`config.mk`:
```
export PLATFORM = sky130hd
export DESIGN_NAME = advert_payload_parser_flat
export DESIGN_NICKNAME = d
export VERILOG_FILES = /design/src/rtl/app_pkg.sv /design/src/rtl/app_if.sv /design/src/rtl/advert_payload_parser.sv /design/src/rtl/app_front.sv /design/src/rtl/app_queue.sv /design/src/rtl/app_back.sv /design/src/flat_wrapper.sv
export VERILOG_INCLUDE_DIRS = /design/src /design/src/rtl
export SDC_FILE = /design/constraint.sdc
export NUM_CORES = 1
export LEC_CHECK = 0
export BUFFER_PORTS_ARGS = -buffer_cell sky130_fd_sc_hd__buf_4
export CAP_MARGIN = 0
export CORE_MARGIN = 8
export CORE_UTILIZATION = 35
export DETAILED_ROUTE_END_ITERATION = 8
export GPL_TIMING_DRIVEN = 1
export SETUP_SLACK_MARGIN = 0.4
export SLEW_MARGIN = 40
export SYNTH_ARGS = -nofsm -noshare
export SYNTH_HDL_FRONTEND = slang
export SYNTH_SLANG_ARGS = --single-unit
```
`constraint.sdc`:
```
create_clock -name clk -period 2.9 [get_ports clk]
set_input_delay 0 -clock clk [delete_from_list [all_inputs] [get_ports clk]]
set_output_delay 0 -clock clk [all_outputs]
set_load 0.01 [all_outputs]
```
`src/rtl/advert_payload_parser_assert.svh`:
```
// Assertion macros for the advert payload parser.
// Needs signals named clk and rst_n in the including module's scope.
`ifndef ADVERT_PAYLOAD_PARSER_ASSERT_SVH
`define ADVERT_PAYLOAD_PARSER_ASSERT_SVH

// Same-cycle implication, masked during reset.
`define APP_ASSERT_NOW(lbl, ante, cons, msg) \
  lbl: assert property (@(posedge clk) disable iff (!rst_n) (ante) |-> (cons)) \
    else $error(msg);

// Next-cycle implication, masked during reset.
`define APP_ASSERT_NEXT(lbl, ante, cons, msg) \
  lbl: assert property (@(posedge clk) disable iff (!rst_n) (ante) |=> (cons)) \
    else $error(msg);

`endif

```
`src/rtl/app_pkg.sv`:
```
// Shared types and constants for the advert payload parser.
// No dependencies.
package app_pkg;

  // Default field sizes
  localparam int KEY_BYTES_DEF  = 32;
  localparam int SIG_BYTES_DEF  = 64;
  localparam int NAME_LIMIT_DEF = 32;

  // Front-to-back queue depth
  localparam int Q_DEPTH = 2;
  localparam int Q_PTR_W = (Q_DEPTH > 1) ? $clog2(Q_DEPTH) : 1;
  localparam int Q_CNT_W = $clog2(Q_DEPTH + 1);

  // Flags byte layout
  localparam logic [7:0] FLAG_LATLON = 8'h10;
  localparam logic [7:0] FLAG_EXTRA1 = 8'h20;
  localparam logic [7:0] FLAG_EXTRA2 = 8'h40;
  localparam logic [7:0] FLAG_NAME   = 8'h80;
  localparam logic [7:0] ROLE_MASK   = 8'h0F;

  typedef enum logic [3:0] {
    TAG_KEY   = 4'd0,
    TAG_TIME  = 4'd1,
    TAG_SIG   = 4'd2,
    TAG_FLAGS = 4'd3,
    TAG_LAT   = 4'd4,
    TAG_LON   = 4'd5,
    TAG_EX1   = 4'd6,
    TAG_EX2   = 4'd7,
    TAG_NAME  = 4'd8,
    TAG_IGN   = 4'd9
  } app_tag_t;

  typedef enum logic [2:0] {
    ST_OK         = 3'd0,
    ST_HDR_SHORT  = 3'd1,
    ST_OPT_TRUNC  = 3'd2,
    ST_NAME_LONG  = 3'd3,
    ST_FRAME_LONG = 3'd4
  } app_status_t;

  // One tagged result beat
  typedef struct packed {
    app_tag_t    field_tag;
    logic [5:0]  field_byte_index;
    logic [7:0]  byte_value;
    logic [3:0]  device_role;
    logic        frame_done;
    app_status_t parse_status;
  } app_item_t;

endpackage

```
`src/rtl/app_if.sv`:
```
// Channel interfaces: raw payload bytes in, tagged results out.
// No dependencies.
interface app_in_if;
  logic       valid;
  logic       ready;
  logic [7:0] payload_byte;
  logic       frame_last;

  modport source (output valid, output payload_byte, output frame_last, input ready);
  modport sink   (input valid, input payload_byte, input frame_last, output ready);
endinterface

interface app_out_if;
  logic       valid;
  logic       ready;
  logic [3:0] field_tag;
  logic [5:0] field_byte_index;
  logic [7:0] byte_value;
  logic [3:0] device_role;
  logic       frame_done;
  logic [2:0] parse_status;

  modport source (output valid, output field_tag, output field_byte_index,
                  output byte_value, output device_role, output frame_done,
                  output parse_status, input ready);
  modport sink   (input valid, input field_tag, input field_byte_index,
                  input byte_value, input device_role, input frame_done,
                  input parse_status, output ready);
endinterface

```
`src/rtl/advert_payload_parser.sv`:
```
// Advert payload parser: tags each payload byte with its field and index and
// reports a frame status on the last byte. Sustains one byte per clock while the
// queue has room. The rate is set by the front end's per-byte step, an 8-bit
// increment and length compare that picks the next field. A two-beat queue and an
// output register decouple the input from result back-pressure, so input keeps
// flowing while a result waits. Frames longer than 255 bytes end with status
// frame-too-long; after any last byte the parser is ready for a fresh frame.
// Depends on app_pkg, app_if.sv, app_front, app_queue and app_back.
module advert_payload_parser #(
  parameter int KEY_BYTES  = app_pkg::KEY_BYTES_DEF,   // 1..64
  parameter int SIG_BYTES  = app_pkg::SIG_BYTES_DEF,   // 1..64
  parameter int NAME_LIMIT = app_pkg::NAME_LIMIT_DEF   // 1..128
) (
  input  logic      clk,
  input  logic      rst_n,
  app_in_if.sink    in_chan,
  app_out_if.source out_chan
);
  import app_pkg::*;

  // front -> queue
  logic      push_valid;
  logic      push_ready;
  app_item_t push_item;

  // queue -> back
  logic      pop_valid;
  logic      pop_ready;
  app_item_t pop_item;

  // Front: field walk, tagging and end-of-frame checks
  app_front #(
    .KEY_BYTES  (KEY_BYTES),
    .SIG_BYTES  (SIG_BYTES),
    .NAME_LIMIT (NAME_LIMIT)
  ) u_front (
    .clk        (clk),
    .rst_n      (rst_n),
    .in_chan    (in_chan),
    .push_valid (push_valid),
    .push_item  (push_item),
    .push_ready (push_ready)
  );

  // Decoupling queue
  app_queue u_queue (
    .clk        (clk),
    .rst_n      (rst_n),
    .push_valid (push_valid),
    .push_item  (push_item),
    .push_ready (push_ready),
    .pop_valid  (pop_valid),
    .pop_item   (pop_item),
    .pop_ready  (pop_ready)
  );

  // Back: registered result beat
  app_back u_back (
    .clk       (clk),
    .rst_n     (rst_n),
    .pop_valid (pop_valid),
    .pop_item  (pop_item),
    .pop_ready (pop_ready),
    .out_chan  (out_chan)
  );

endmodule

```
`src/rtl/app_front.sv`:
```
// Front end: accepts payload beats, tracks the field walk, tags and checks.
// Depends on app_pkg, app_if.sv and advert_payload_parser_assert.svh.
module app_front #(
  parameter int KEY_BYTES  = app_pkg::KEY_BYTES_DEF,
  parameter int SIG_BYTES  = app_pkg::SIG_BYTES_DEF,
  parameter int NAME_LIMIT = app_pkg::NAME_LIMIT_DEF
) (
  input  logic              clk,
  input  logic              rst_n,
  app_in_if.sink            in_chan,
  output logic              push_valid,
  output app_pkg::app_item_t push_item,
  input  logic              push_ready
);
  import app_pkg::*;

  `include "advert_payload_parser_assert.svh"

  logic [8:0] frame_count_r, frame_count_nxt;
  app_tag_t   cur_field_r, cur_field_nxt;
  logic [7:0] field_offset_r, field_offset_nxt;
  logic [3:0] presence_r, presence_nxt;
  logic [3:0] role_r, role_nxt;

  logic        accept;
  logic        is_flags;
  logic [3:0]  pres_now;
  logic [3:0]  role_now;
  logic [8:0]  count_inc;
  logic [7:0]  offset_inc;
  logic [7:0]  len;
  logic        advance;
  app_tag_t    field_after;
  logic [7:0]  offset_after;
  app_status_t status;

  // Fixed length of a field, zero for unbounded
  function automatic logic [7:0] field_len(app_tag_t f);
    logic [7:0] n;
    case (f)
      TAG_KEY:   n = 8'(KEY_BYTES);
      TAG_TIME:  n = 8'd4;
      TAG_SIG:   n = 8'(SIG_BYTES);
      TAG_FLAGS: n = 8'd1;
      TAG_LAT:   n = 8'd4;
      TAG_LON:   n = 8'd4;
      TAG_EX1:   n = 8'd2;
      TAG_EX2:   n = 8'd2;
      default:   n = 8'd0;
    endcase
    return n;
  endfunction

  // Next field given presence bits (bit 0 lat/lon, 1 extra1, 2 extra2, 3 name)
  function automatic app_tag_t next_field(app_tag_t f, logic [3:0] pres);
    app_tag_t n;
    if (f == TAG_KEY) n = TAG_TIME;
    else if (f == TAG_TIME) n = TAG_SIG;
    else if (f == TAG_SIG) n = TAG_FLAGS;
    else if (f == TAG_LAT) n = TAG_LON;
    else if (f == TAG_FLAGS && pres[0]) n = TAG_LAT;
    else if ((f == TAG_FLAGS || f == TAG_LON) && pres[1]) n = TAG_EX1;
    else if ((f == TAG_FLAGS || f == TAG_LON || f == TAG_EX1) && pres[2]) n = TAG_EX2;
    else if (pres[3]) n = TAG_NAME;
    else n = TAG_IGN;
    return n;
  endfunction

  assign accept         = in_chan.valid && push_ready;
  assign in_chan.ready  = push_ready;
  assign push_valid     = in_chan.valid;

  always_comb begin
    is_flags   = (cur_field_r == TAG_FLAGS);
    pres_now   = is_flags ? in_chan.payload_byte[7:4] : presence_r;
    role_now   = is_flags ? 4'(in_chan.payload_byte & ROLE_MASK) : role_r;
    count_inc  = frame_count_r[8] ? frame_count_r : frame_count_r + 9'd1;
    offset_inc = (&field_offset_r) ? field_offset_r : field_offset_r + 8'd1;
    len        = field_len(cur_field_r);
    advance    = (len != 8'd0) && (offset_inc >= len);
    field_after  = advance ? next_field(cur_field_r, pres_now) : cur_field_r;
    offset_after = advance ? 8'd0 : offset_inc;

    status = ST_OK;
    if (in_chan.frame_last) begin
      if (count_inc[8]) status = ST_FRAME_LONG;
      else if (field_after <= TAG_SIG) status = ST_HDR_SHORT;
      else if (field_after >= TAG_LAT && field_after <= TAG_EX2) status = ST_OPT_TRUNC;
      else if (field_after == TAG_NAME && offset_after > 8'(NAME_LIMIT))
        status = ST_NAME_LONG;
    end

    push_item.field_tag        = cur_field_r;
    push_item.field_byte_index = (field_offset_r > 8'd63) ? 6'd63 : field_offset_r[5:0];
    push_item.byte_value       = in_chan.payload_byte;
    push_item.device_role      = role_now;
    push_item.frame_done       = in_chan.frame_last;
    push_item.parse_status     = status;

    frame_count_nxt  = frame_count_r;
    cur_field_nxt    = cur_field_r;
    field_offset_nxt = field_offset_r;
    presence_nxt     = presence_r;
    role_nxt         = role_r;
    if (accept) begin
      if (in_chan.frame_last) begin
        frame_count_nxt  = '0;
        cur_field_nxt    = TAG_KEY;
        field_offset_nxt = '0;
        presence_nxt     = '0;
        role_nxt         = '0;
      end else begin
        frame_count_nxt  = count_inc;
        cur_field_nxt    = field_after;
        field_offset_nxt = offset_after;
        presence_nxt     = pres_now;
        role_nxt         = role_now;
      end
    end
  end

  always_ff @(posedge clk) begin
    if (!rst_n) begin
      frame_count_r  <= '0;
      cur_field_r    <= TAG_KEY;
      field_offset_r <= '0;
      presence_r     <= '0;
      role_r         <= '0;
    end else begin
      frame_count_r  <= frame_count_nxt;
      cur_field_r    <= cur_field_nxt;
      field_offset_r <= field_offset_nxt;
      presence_r     <= presence_nxt;
      role_r         <= role_nxt;
    end
  end

  `APP_ASSERT_NOW(a_status_only_on_last, accept && !in_chan.frame_last, status == ST_OK, "status on non-final beat")
  `APP_ASSERT_NEXT(a_rearm_after_last, accept && in_chan.frame_last, frame_count_r == 9'd0 && cur_field_r == TAG_KEY && role_r == 4'd0, "parser not rearmed after last beat")

endmodule

```
`src/rtl/app_queue.sv`:
```
// Short FIFO between the classifying front end and the output stage.
// Depends on app_pkg and advert_payload_parser_assert.svh.
module app_queue (
  input  logic               clk,
  input  logic               rst_n,
  input  logic               push_valid,
  input  app_pkg::app_item_t push_item,
  output logic               push_ready,
  output logic               pop_valid,
  output app_pkg::app_item_t pop_item,
  input  logic               pop_ready
);
  import app_pkg::*;

  `include "advert_payload_parser_assert.svh"

  app_item_t          mem_r [Q_DEPTH];
  logic [Q_PTR_W-1:0] wr_ptr_r, wr_ptr_nxt;
  logic [Q_PTR_W-1:0] rd_ptr_r, rd_ptr_nxt;
  logic [Q_CNT_W-1:0] count_r, count_nxt;
  logic               do_push;
  logic               do_pop;

  assign push_ready = (count_r != Q_CNT_W'(Q_DEPTH));
  assign pop_valid  = (count_r != '0);
  assign pop_item   = mem_r[rd_ptr_r];
  assign do_push    = push_valid && push_ready;
  assign do_pop     = pop_valid && pop_ready;

  always_comb begin
    wr_ptr_nxt = wr_ptr_r;
    rd_ptr_nxt = rd_ptr_r;
    count_nxt  = count_r;
    if (do_push)
      wr_ptr_nxt = (wr_ptr_r == Q_PTR_W'(Q_DEPTH - 1)) ? '0 : wr_ptr_r + 1'b1;
    if (do_pop)
      rd_ptr_nxt = (rd_ptr_r == Q_PTR_W'(Q_DEPTH - 1)) ? '0 : rd_ptr_r + 1'b1;
    if (do_push && !do_pop) count_nxt = count_r + 1'b1;
    else if (do_pop && !do_push) count_nxt = count_r - 1'b1;
  end

  always_ff @(posedge clk) begin
    if (!rst_n) begin
      wr_ptr_r <= '0;
      rd_ptr_r <= '0;
      count_r  <= '0;
    end else begin
      wr_ptr_r <= wr_ptr_nxt;
      rd_ptr_r <= rd_ptr_nxt;
      count_r  <= count_nxt;
    end
  end

  always_ff @(posedge clk) begin
    if (do_push) mem_r[wr_ptr_r] <= push_item;
  end

  `APP_ASSERT_NOW(a_count_bound, 1'b1, count_r <= Q_CNT_W'(Q_DEPTH), "queue count past depth")
  `APP_ASSERT_NEXT(a_empty_fill, count_r == '0 && do_push, pop_valid && pop_item == $past(push_item), "first beat into empty queue lost")

endmodule

```
`src/rtl/app_back.sv`:
```
// Output stage: registers one result beat and drives the result channel.
// Depends on app_pkg and app_if.sv.
module app_back (
  input  logic               clk,
  input  logic               rst_n,
  input  logic               pop_valid,
  input  app_pkg::app_item_t pop_item,
  output logic               pop_ready,
  app_out_if.source          out_chan
);
  import app_pkg::*;

  logic      out_valid_r, out_valid_nxt;
  app_item_t out_item_r;

  // Refill whenever the holding register is empty or being drained
  assign pop_ready     = !out_valid_r || out_chan.ready;
  assign out_valid_nxt = pop_ready ? pop_valid : out_valid_r;

  always_ff @(posedge clk) begin
    if (!rst_n) begin
      out_valid_r <= 1'b0;
    end else begin
      out_valid_r <= out_valid_nxt;
    end
  end

  always_ff @(posedge clk) begin
    if (pop_ready && pop_valid) out_item_r <= pop_item;
  end

  assign out_chan.valid            = out_valid_r;
  assign out_chan.field_tag        = out_item_r.field_tag;
  assign out_chan.field_byte_index = out_item_r.field_byte_index;
  assign out_chan.byte_value       = out_item_r.byte_value;
  assign out_chan.device_role      = out_item_r.device_role;
  assign out_chan.frame_done       = out_item_r.frame_done;
  assign out_chan.parse_status     = out_item_r.parse_status;

endmodule

```
`src/flat_wrapper.sv`:
```
// flat-port wrapper written by rule: the top's interface ports become plain ports
module advert_payload_parser_flat import app_pkg::*;
#(
  parameter int KEY_BYTES  = app_pkg::KEY_BYTES_DEF,           
  parameter int SIG_BYTES  = app_pkg::SIG_BYTES_DEF,           
  parameter int NAME_LIMIT = app_pkg::NAME_LIMIT_DEF            
)
  (clk, rst_n, in_chan_valid, in_chan_payload_byte, in_chan_frame_last, in_chan_ready, out_chan_valid, out_chan_field_tag, out_chan_field_byte_index, out_chan_byte_value, out_chan_device_role, out_chan_frame_done, out_chan_parse_status, out_chan_ready);
  app_in_if in_chan_i ();
  app_out_if out_chan_i ();
  input  logic clk;
  input  logic rst_n;
  input wire logic [$bits(in_chan_i.valid)-1:0] in_chan_valid;
  input wire logic [$bits(in_chan_i.payload_byte)-1:0] in_chan_payload_byte;
  input wire logic [$bits(in_chan_i.frame_last)-1:0] in_chan_frame_last;
  output wire logic [$bits(in_chan_i.ready)-1:0] in_chan_ready;
  output wire logic [$bits(out_chan_i.valid)-1:0] out_chan_valid;
  output wire logic [$bits(out_chan_i.field_tag)-1:0] out_chan_field_tag;
  output wire logic [$bits(out_chan_i.field_byte_index)-1:0] out_chan_field_byte_index;
  output wire logic [$bits(out_chan_i.byte_value)-1:0] out_chan_byte_value;
  output wire logic [$bits(out_chan_i.device_role)-1:0] out_chan_device_role;
  output wire logic [$bits(out_chan_i.frame_done)-1:0] out_chan_frame_done;
  output wire logic [$bits(out_chan_i.parse_status)-1:0] out_chan_parse_status;
  input wire logic [$bits(out_chan_i.ready)-1:0] out_chan_ready;
  assign in_chan_i.valid = in_chan_valid;
  assign in_chan_i.payload_byte = in_chan_payload_byte;
  assign in_chan_i.frame_last = in_chan_frame_last;
  assign in_chan_ready = in_chan_i.ready;
  assign out_chan_valid = out_chan_i.valid;
  assign out_chan_field_tag = out_chan_i.field_tag;
  assign out_chan_field_byte_index = out_chan_i.field_byte_index;
  assign out_chan_byte_value = out_chan_i.byte_value;
  assign out_chan_device_role = out_chan_i.device_role;
  assign out_chan_frame_done = out_chan_i.frame_done;
  assign out_chan_parse_status = out_chan_i.parse_status;
  assign out_chan_i.ready = out_chan_ready;
  advert_payload_parser #(.KEY_BYTES(KEY_BYTES), .SIG_BYTES(SIG_BYTES), .NAME_LIMIT(NAME_LIMIT)) u_core (.clk(clk), .rst_n(rst_n), .in_chan(in_chan_i), .out_chan(out_chan_i));
endmodule
```
==> metrics.md, run 1 <==
| Metric | Value |
|---|---|
| Worst VDD drop | `around 0.42 mV` |
| Unrepaired setup endpoints after global routing | `true` |
| Failing checks | `negative setup slack` |
| Dpl ws | `-0.164 ns` |
| Largest net degree at the start of global routing | `30` |
| Wire per inst | `between 15 and 20 um` |
| Top cells by area, synth | `edfxtp_1, dfxtp_1, mux2_2` |
| CP Class | `reg2reg` |
| Register area share after synthesis | `0.627` |
| Final worst-path setup slack | `-0.0789 ns` |
| Ys flop type | `edfxtp_1` |
| Outcome | `finished, violations left` |
| Ant. Diodes | `0` |
| Full die area | `approximately 0.018 mm2` |
| Avg Inst Size Synth | `approximately 12 um2` |
| Max cap viols | `0` |
| FF+latch count, synth | `~120` |
| Die Span Y | `135 um` |
| Least-Margin Pin Slew | `approximately 0.86 ns` |
| Drt first pass iters | `4` |
| Total clock sinks | `around 120` |
| Total Wirelength | `~11000 um` |
| Fin crit period | `a little under 3 ns` |
| Initial DRC count | `~290` |
| R2R Path Start | `u_core.u_front.field_offset_r[1]` |
| CP Launch Point | `u_core.u_front.field_offset_r[1]` |
| Critical hold path startpoint | `in_chan_valid` |
| CP arrival | `~3.3 ns` |
| GRT overflow | `0` |
| Via total after detailed routing | `between 3000 and 4000` |
| Final Instance Area | `approximately 0.0066 mm2` |
| Post-route antenna net violation count | `0` |
| Count leader, synth | `edfxtp_1` |
| Clock root cell | `clkbuf_16` |
| Critical Path Sink Type | `register` |
| CTS tree | `yes` |
| F_max | `between 300 and 400 MHz` |
| Hold Vio Cnt, Final | `0` |
| Max-slew violations | `0` |
| H-tree depth | `4` |
| Fill cell count | `~1200` |
| Worst Path Required | `about 3.2 ns` |
| PD cells | `800 mW/mm2` |
| Post-DP Area | `around 0.0057 mm2` |
| Syn Std Cell Area | `between 0.004 and 0.005 mm2` |
| Layout area overhead | `32.9%` |
| Vias/cell | `around 5.2` |
| Critical path peak fanout | `6` |
| Skew final | `0.00856 ns` |
| Row count | `43` |
| CTS clk-pin slew, worst paths | `0.05 ns` |
| Cells after synthesis | `400` |
| Final worst path period share | `1.03` |
| First-pass GRT wire length | `~18000 um` |
| Largest area contributor in the netlist | `edfxtp_1` |
| Leakage | `approximately 2.4 nW` |
| Clock buffer depth | `2` |
| Post-DP HPWL | `7080 um` |
| Post-synth top area share | `0.473` |
| Worst slew margin | `0.426` |
| Worst setup SP type | `register` |
| Initial antenna violation count | `0` |
| Synthesized net count | `roughly 420` |
| Clk Latency, worst-skew pair | `around 0.4 ns` |
| Top cells by count, synth | `edfxtp_1, nor2_1, dfxtp_1` |
| Port bufs | `40` |
| RePlAce Congestion | `~0.85` |
| Io pins | `41` |
| DRC Markers | `0` |
| Final setup violation count | `11` |
| Starting density of the core | `0.358` |
| Die W | `between 100 and 150 um` |
| Core Box Area | `0.0138 mm2` |
| Final net count | `slightly above 500` |
| Post-synth EDFFs | `between 70 and 80` |
| Ys async rst share | `0` |
| Layout cells sized above 1 | `0.349` |
| Setup tns final | `-0.341 ns` |
| Hold crit path type | `in2reg` |
| Global-route usage over all layers | `0.125` |
| Yosys warnings | `0` |
| Distinct cell type count after synthesis | `63` |
| Num CTS Buffers | `17` |
| Vias in the first global route | `roughly 3600` |
## area by class of cell
class / instances / area, um2 / area share
Sequential cell: 116 / 3110 / 0.472
Multi-Input combinational cell: 253 / 1920 / 0.291
Timing Repair Buffer: 90 / 737 / 0.112
Clock buffer: 21 / 440 / 0.0669
Tap cell: 180 / 225 / 0.0342
Clock inverter: 11 / 111 / 0.0169
Inverter: 11 / 41.3 / 0.00627
## worst paths after layout
path	slack, ns	cells after the start	to
worst max-delay path	-0.08	13	register
worst max register to register	-0.08	13	register
worst min-delay path	0.15	5	u_core.u_front.field_offset_r[4]
worst min register to register	0.50	1	u_core.u_front.frame_count_r[7]
## worst max-delay path, cell delays in order (launching register included)
cell and delay (ns):
dfxtp_4 0.35, buf_4 0.15, and3_4 0.20, nand3_2 0.11, xnor2_1 0.19, nand2_1 0.09, ha_1 0.29, o21a_1 0.20
a221oi_2 0.30, a221oi_2 0.11, buf_4 0.18, nor4b_4 0.14, a221o_1 0.31, nor4_2 0.25
## cell usage in the layout (no fill, tap or decap), drive strengths merged, types with 5 or more instances in the layout
master       synthesis  routed
nand3                8       8
nand2b               8       8
nor2b                5       5
o21ai               13      13
nor3                12      12
buf                  7      79
nor2                41      41
edfxtp              78      78
nand4                5       5
mux2                27      27
nand2               26      26
nand3b               6       6
ha                   8       8
or3                  7       7
clkinv               1       8
inv                 10      10
a21oi               19      19
dfxtp               38      38
xnor2                7       7
a22oi               12      12
clkbuf              13      21
and3                 5       5
dlygate4sd3          0      11
## state kept, by name, indices dropped and copies added (netlist names), named ones only
name,count
u_core.u_queue.mem_r,52
u_core.u_front.frame_count_r,9
u_core.u_back.out_chan.byte_value,8
u_core.u_front.field_offset_r,8
u_core.u_back.out_chan.field_byte_index,6
u_core.u_back.out_chan.device_role,4
u_core.u_back.out_chan.field_tag,4
u_core.u_front.cur_field_r,4
u_core.u_front.role_r,4
u_core.u_back.out_chan.parse_status,3
u_core.u_front.presence_r,3
u_core.u_queue.count_r,2
u_core.u_back.out_chan.frame_done,1
u_core.u_back.out_chan.valid,1
u_core.u_queue.rd_ptr_r,1
u_core.u_queue.wr_ptr_r,1
## report_power, final
group | leakage, nW | switching, mW | internal [mW] | total (mW)
Combinational | 1.11 | 0.553 | 0.494 | 1.05
Clock | 0.266 | 0.690 | 1.25 | 1.94
Sequential | 1.05 | 0.0941 | 2.19 | 2.28
Total | 2.43 | 1.34 | 3.93 | 5.27
## cells by family after synthesis
group,Yosys count,synth area share
flops,116,0.627
xor+xnor,9,0.0159
mux,28,0.0634
fa+ha+maj,8,0.0202
compound gates,77,0.112
buf+inv,31,0.0275
simple gates,131,0.135
## stage by stage
stage / hold slack (ns) / total power [mW] / util / cells
2_1_floorplan: 0.0989 / 2.86 / - / 400
3_3_place_gp: 0.203 / 3.32 / 0.410 / 626
3_5_place_dp: 0.205 / 3.34 / 0.410 / 626
4_1_cts: 0.135 / 5.32 / 0.469 / 676
5_1_grt: 0.186 / 5.52 / 0.476 / 682
6_report: 0.148 / 5.27 / 0.476 / 682
## metal layers
metal	wire length, um	part of all wire	up-vias	track usage
met3	526	0.048	10	0.0338
met4	123	0.011	0	0.0598
li1	-	-	1689	-
met1	4780	0.44	1757	0.144
met2	5510	0.50	88	0.211
met5	0	0	-	0
## repair_timing
item	CTS	global route
hold endpoints to repair	35	0
gates resized for setup	20	10
setup buffers	7	6
hold buffers	11	0
setup endpoints to repair	21	21
pin swaps	11	7
Power figures use the tool's default switching activity.
==> inputs of run 2 (changes only) <==
--- a/config.mk
+++ b/config.mk
@@ -16,4 +16,5 @@
 export SLEW_MARGIN = 40
 export SYNTH_ARGS = -nofsm -noshare
 export SYNTH_HDL_FRONTEND = slang
+export SYNTH_HIERARCHICAL = 1
 export SYNTH_SLANG_ARGS = --single-unit
==> metrics.md, run 2 <==
| Metric | Value |
|---|---|
| Fill cell count | `1283` |
| Max-slew violations | `0` |
| Outcome | `finished clean` |
| Wire per inst | `16.1 um` |
| Top reg by flops | `u_core/u_queue/mem_r` |
| Hold Vio Cnt, Final | `0` |
| Clk Latency, worst-skew pair | `about 0.4 ns` |
| Top cells by area, synth | `edfxtp_1, dfxtp_1, mux2_2` |
| Global-route usage over all layers | `0.122` |
| DRC Markers | `0` |
| Top cells by count, synth | `edfxtp_1, nor2_1, dfxtp_1` |
| Worst VDD drop | `roughly 0.35 mV` |
| Worst Path Required | `3.21 ns` |
| WHS Endpoint | `u_core/u_queue/mem_r[0][8]` |
| Ys flop type | `edfxtp_1` |
| CTS clk-pin slew, worst paths | `around 0.05 ns` |
| GRT overflow | `0` |
| Critical Path Sink Type | `register` |
| Final worst path period share | `0.971` |
| Unrepaired setup endpoints after global routing | `true` |
| Distinct cell type count after synthesis | `61` |
| R2r setup slk | `around 0.084 ns` |
| Drt first pass iters | `5` |
| Leakage | `2.48 nW` |
| Register area share after synthesis | `0.607` |
| Skew final | `0.00975 ns` |
| Vias/cell | `a little over 5` |
| Clock buffer depth | `2` |
| Max FFs per register | `between 50 and 60` |
| Sequential Area | `approximately 0.0031 mm2` |
| Full die area | `~0.019 mm2` |
| Hold crit path type | `in2reg` |
| Post-synth EDFFs | `78` |
| Ys async rst share | `0` |
| CP cell instances | `nand4_1 > nor2_4 > mux2_4 > ha_4 > a21oi_2 > o21ai_1 > o41a_1 > o221a_4 > mux2i_1 > o22ai_2 > nor4b_2` |
| Initial DRC count | `260` |
| Yosys warnings | `6` |
| Core Box Area | `0.0144 mm2` |
| Post-DP Area | `0.00569 mm2` |
| R2R Path Start | `u_core/u_front/field_offset_r[4]` |
| CP arrival | `3.13 ns` |
| Critical path peak fanout | `5` |
| Die Span Y | `137 um` |
| Die W | `between 100 and 150 um` |
| CP bufs+invs | `0` |
| Post-DP HPWL | `6990 um` |
| Port bufs | `40` |
| Worst setup SP type | `register` |
| Row count | `44` |
| Post-synth top area share | `0.455` |
| Delay-heaviest family, CP | `compound AO/OA/AOI/OAI gates` |
| Clock root cell | `clkbuf_16` |
| Max cap viols | `0` |
| First-pass GRT wire length | `between 15000 and 20000 um` |
| F_max | `between 300 and 400 MHz` |
| Io pins | `just over 40` |
| CTS tree | `yes` |
| Least-Margin Pin Slew | `0.784 ns` |
| Largest net degree at the start of global routing | `27` |
| Count leader, synth | `edfxtp_1` |
| Total Wirelength | `between 10000 and 15000 um` |
| Via total after detailed routing | `~3600` |
| Vias in the first global route | `around 3600` |
| Layout cells sized above 1 | `0.337` |
| Synthesized net count | `around 450` |
| Post-route antenna net violation count | `0` |
| Final Instance Area | `~0.0066 mm2` |
| Worst slew margin | `0.474` |
| Largest area contributor in the netlist | `edfxtp_1` |
| Starting density of the core | `0.357` |
| H-tree depth | `4` |
| Syn Std Cell Area | `slightly above 0.005 mm2` |
| Top Registers | `u_core/u_queue/mem_r (52), u_core/u_front/frame_count_r (9)` |
| Final net count | `between 500 and 600` |
| RePlAce Congestion | `between 0.8 and 0.9` |
| FF+latch count, synth | `117` |
| Critical hold path startpoint | `in_chan_payload_byte[0]` |
| Total clock sinks | `around 120` |
| Num CTS Buffers | `17` |
| Layout area overhead | `28.5%` |
| Cells after synthesis | `roughly 420` |
| CP Class | `reg2reg` |
| Ant. Diodes | `0` |
| Worst Hold Depth | `2` |
| Fin crit period | `approximately 2.8 ns` |
| Commonest non-fill, non-tap cell in the layout | `edfxtp_1` |
| Initial antenna violation count | `0` |
| Crit-path max cell delay | `~0.36 ns` |
| Area of the multi-input gates | `0.00201 mm2` |
| Commonest cells after routing, fill and taps aside | `edfxtp_1, buf_4, nor2_1` |
| PD cells | `between 800 and 900 mW/mm2` |
| Slowest stage cell, crit path | `o41a_1` |
| Core Util, Final | `0.458` |
| Final setup violation count | `0` |
| FF-to-FF path depth | `11` |
| Avg Inst Size Synth | `12.1 um2` |
| CP Launch Point | `u_core/u_front/field_offset_r[4]` |
run 2: cell types whose count changed after synthesis, sizes merged, moves of 4 or more:
| cell | delta |
|---|---|
| and2 | +10 |
| or2 | +4 |
| a31oi | +4 |
| mux2 | +4 |
| nand2 | -13 |
| o21ai | +9 |
| buf | +12 |
run 2: worst max-delay path by stage:
stage | to | slack, ns | cells past startpoint
6_report | register | 0.08 | 11
5_1_grt | register | -0.07 | 12
4_1_cts | u_core/u_queue/mem_r[1][1] | 0.15 | 12
3_5_place_dp | u_core/u_front/field_offset_r[3] | -0.05 | 13
3_3_place_gp | u_core/u_front/field_offset_r[3] | 0.07 | 13
2_1_floorplan | u_core/u_queue/mem_r[0][1] | 0.14 | 14
run 2: cell families after synthesis:
group / after synthesis / share of synthesized area
xor+xnor: 6 / 0.0102
mux: 33 / 0.0718
simple gates: 128 / 0.134
compound gates: 86 / 0.113
flops: 117 / 0.607
buf+inv: 46 / 0.0450
fa+ha+maj: 8 / 0.0195
run 2: area by class of cell:
cell class	count	area share
clock inverters	10	0.0163
clock buffers	22	0.0687
well taps	184	0.0348
inverters	14	0.00795
multi-input cells	263	0.304
flip-flops and latches	117	0.474
repair buffers	78	0.0942
run 2: metrics by stage:
stage	total power [mW]	hold WS, ns	setup WS [ns]	instances	setup TNS (ns)
6_report	5.34	0.332	0.0843	688	0
5_1_grt	5.59	0.337	-0.0694	688	-0.157
4_1_cts	5.41	0.318	0.147	684	0
3_5_place_dp	3.40	0.201	-0.0501	630	-0.135
3_3_place_gp	3.37	0.199	0.0693	630	0
2_1_floorplan	2.95	0.0711	0.144	424	0
run 2: repair_timing:
| action | CTS | global route |
|---|---|---|
| setup endpoints to repair | 21 | 21 |
| setup buffers | 8 | 4 |
| hold endpoints to repair | 43 | 0 |
| hold buffers | 12 | 0 |
| pin swaps | 11 | 9 |
| gates cloned | 2 | 0 |
| resized for setup | 17 | 14 |
run 2: where the power goes:
group,total [mW],leakage [nW],switching (mW),internal (mW)
sequential,2.26,1.06,0.0896,2.17
combinational,1.13,1.14,0.611,0.515
clock,1.96,0.273,0.679,1.28
total,5.34,2.48,1.38,3.96
run 2: routing by layer:
metal  vias to the layer above  routed length [um]  track usage  part of all wire
met2                       101                5370        0.195              0.49
met4                         0                 250       0.0604             0.023
met1                      1742                4810        0.148              0.43
li1                       1708                   -            -                 -
met5                         -                   0            0                 0
met3                        21                 642       0.0346             0.058
==> inputs of run 3 (changes only) <==
--- a/config.mk
+++ b/config.mk
@@ -9,9 +9,10 @@
 export BUFFER_PORTS_ARGS = -buffer_cell sky130_fd_sc_hd__buf_4
 export CAP_MARGIN = 0
 export CORE_MARGIN = 8
-export CORE_UTILIZATION = 35
+export CORE_UTILIZATION = 45
 export DETAILED_ROUTE_END_ITERATION = 8
 export GPL_TIMING_DRIVEN = 1
+export PLACE_DENSITY = 0.65
 export SETUP_SLACK_MARGIN = 0.4
 export SLEW_MARGIN = 40
 export SYNTH_ARGS = -nofsm -noshare
==> metrics.md, run 3 (synthesis results as in run 2) <==
| Metric | Value |
|---|---|
| Outcome | `finished clean` |
| DRC Markers | `0` |
| Max cap viols | `0` |
| Io pins | `41` |
| Post-route antenna net violation count | `0` |
| Fin crit period | `2.78 ns` |
| Die W | `about 120 um` |
| Clock buffer depth | `2` |
| Global-route usage over all layers | `0.154` |
| Post-DP Area | `around 0.0057 mm2` |
| Final worst path period share | `0.958` |
| Initial antenna violation count | `0` |
| Core Box Area | `0.0113 mm2` |
| CTS clk-pin slew, worst paths | `about 0.050 ns` |
| RePlAce Congestion | `approximately 0.83` |
| CTS tree | `yes` |
| Wire per inst | `about 17 um` |
| PD cells | `between 800 and 900 mW/mm2` |
| F_max | `360 MHz` |
| Layout cells sized above 1 | `0.343` |
| Worst slew margin | `0.571` |
| Final setup violation count | `0` |
| Worst VDD drop | `between 0.5 and 0.6 mV` |
| Worst Path Required | `3.25 ns` |
| Commonest cells after routing, fill and taps aside | `edfxtp_1, buf_4, nor2_1` |
| Vias in the first global route | `roughly 3600` |
| Ant. Diodes | `0` |
| CP arrival | `3.13 ns` |
| GRT overflow | `0` |
| Worst setup SP type | `register` |
| Hold crit path type | `in2reg` |
| Total Wirelength | `about 11000 um` |
| Leakage | `between 2 and 2.5 nW` |
| Top reg by flops | `u_core/u_queue/mem_r` |
| Final Instance Area | `~0.0066 mm2` |
| Final worst-path setup slack | `~0.12 ns` |
| Clk Latency, worst-skew pair | `0.41 ns` |
| Clock root cell | `clkbuf_16` |
| Initial DRC count | `207` |
| Layout area overhead | `28.0%` |
| Max FFs per register | `52` |
| Largest net degree at the start of global routing | `27` |
| Row count | `39` |
| Num CTS Buffers | `17` |
| R2r setup slk | `~0.12 ns` |
| Unrepaired setup endpoints after global routing | `true` |
| Port bufs | `40` |
| CP Class | `reg2reg` |
| Starting density of the core | `0.456` |
| Least-Margin Pin Slew | `0.641 ns` |
| Via total after detailed routing | `about 3600` |
| Critical Path Sink Type | `register` |
| Commonest non-fill, non-tap cell in the layout | `edfxtp_1` |
| Drt first pass iters | `6` |
| Vias/cell | `5.51` |
| Max-slew violations | `0` |
| H-tree depth | `4` |
| Hold_ws | `between 0.3 and 0.4 ns` |
| Skew final | `~0.0063 ns` |
| Total clock sinks | `117` |
| Final net count | `roughly 520` |
| Die Span Y | `between 100 and 150 um` |
| Full die area | `around 0.015 mm2` |
| Hold Vio Cnt, Final | `0` |
| Dpl ws | `-0.0183 ns` |
| Post-DP HPWL | `~7000 um` |
| Top Registers | `u_core/u_queue/mem_r (52), u_core/u_front/frame_count_r (9)` |
| First-pass GRT wire length | `~18000 um` |
| Critical path peak fanout | `6` |
==> run 3: changes by cell type in the layout (fill, tap and decap cells not counted), sizes merged <==
cell,delta
buf,+5
clkinvlp,+3
clkbuf,-2
clkinv,-2
inv,+1
nor2,-1
==> run 3: worst paths after layout <==
path / start / cells past startpoint / to
setup / recovery: u_core/u_front/field_offset_r[1] / 14 / register
hold / removal: in_chan_payload_byte[0] / 2 / u_core/u_queue/mem_r[1][8]
setup reg to reg: u_core/u_front/field_offset_r[1] / 14 / register
hold reg to reg: u_core/u_front/frame_count_r[4] / 2 / u_core/u_front/frame_count_r[4]
==> run 3: final cells by class <==
cell class | instances | area [um2]
repair buffers | 83 | 664
clock inverters | 12 | 131
multi-input cells | 262 | 1980
fillers | 911 | 4690
well taps | 143 | 179
clock buffers | 20 | 447
flip-flops and latches | 117 | 3140
inverters | 14 | 52.6
==> run 3: what timing repair did <==
action | 4_1_cts | 5_1_grt
setup buffers | 8 | 3
pin swaps | 12 | 7
setup endpoints to repair | 21 | 21
hold buffers | 12 | 0
endpoints found under the hold margin | 43 | 0
gates cloned | 1 | 0
gates resized for setup | 15 | 12
==> run 3: per-layer routing <==
layer	track usage	vias up	wire length, um
li1	-	1715	-
met1	0.177	1770	4880
met2	0.260	82	5440
met3	0.0434	17	573
met4	0.0724	0	157
met5	0	-	0
==> run 3: per-stage QoR <==
stage	setup TNS, ns	utilization	instances	power [mW]
2_1_floorplan	0	-	424	2.95
3_5_place_dp	-0.0183	0.504	595	3.40
3_3_place_gp	0	0.504	595	3.36
6_report	0	0.584	651	5.38
4_1_cts	0	0.579	648	5.45
5_1_grt	-0.173	0.584	651	5.62
==> run 3: power by group <==
| group | total (mW) | switching [mW] | internal (mW) |
|---|---|---|---|
| logic | 1.12 | 0.600 | 0.515 |
| registers | 2.26 | 0.0920 | 2.17 |
| clock network | 2.01 | 0.729 | 1.28 |
==> run 3: worst max-delay path, stage by stage (launching register included) <==
cell and delay [ns]:
dfxtp_4 0.35, ha_4 0.15, nand3_4 0.09, nor2_4 0.15, nor2_1 0.05, nor2_1 0.16
ha_1 0.28, a21oi_2 0.13, o21ai_1 0.07, o41a_1 0.37, buf_4 0.16, o21ai_2 0.10
a21o_1 0.21, a32o_2 0.25, and3_4 0.20
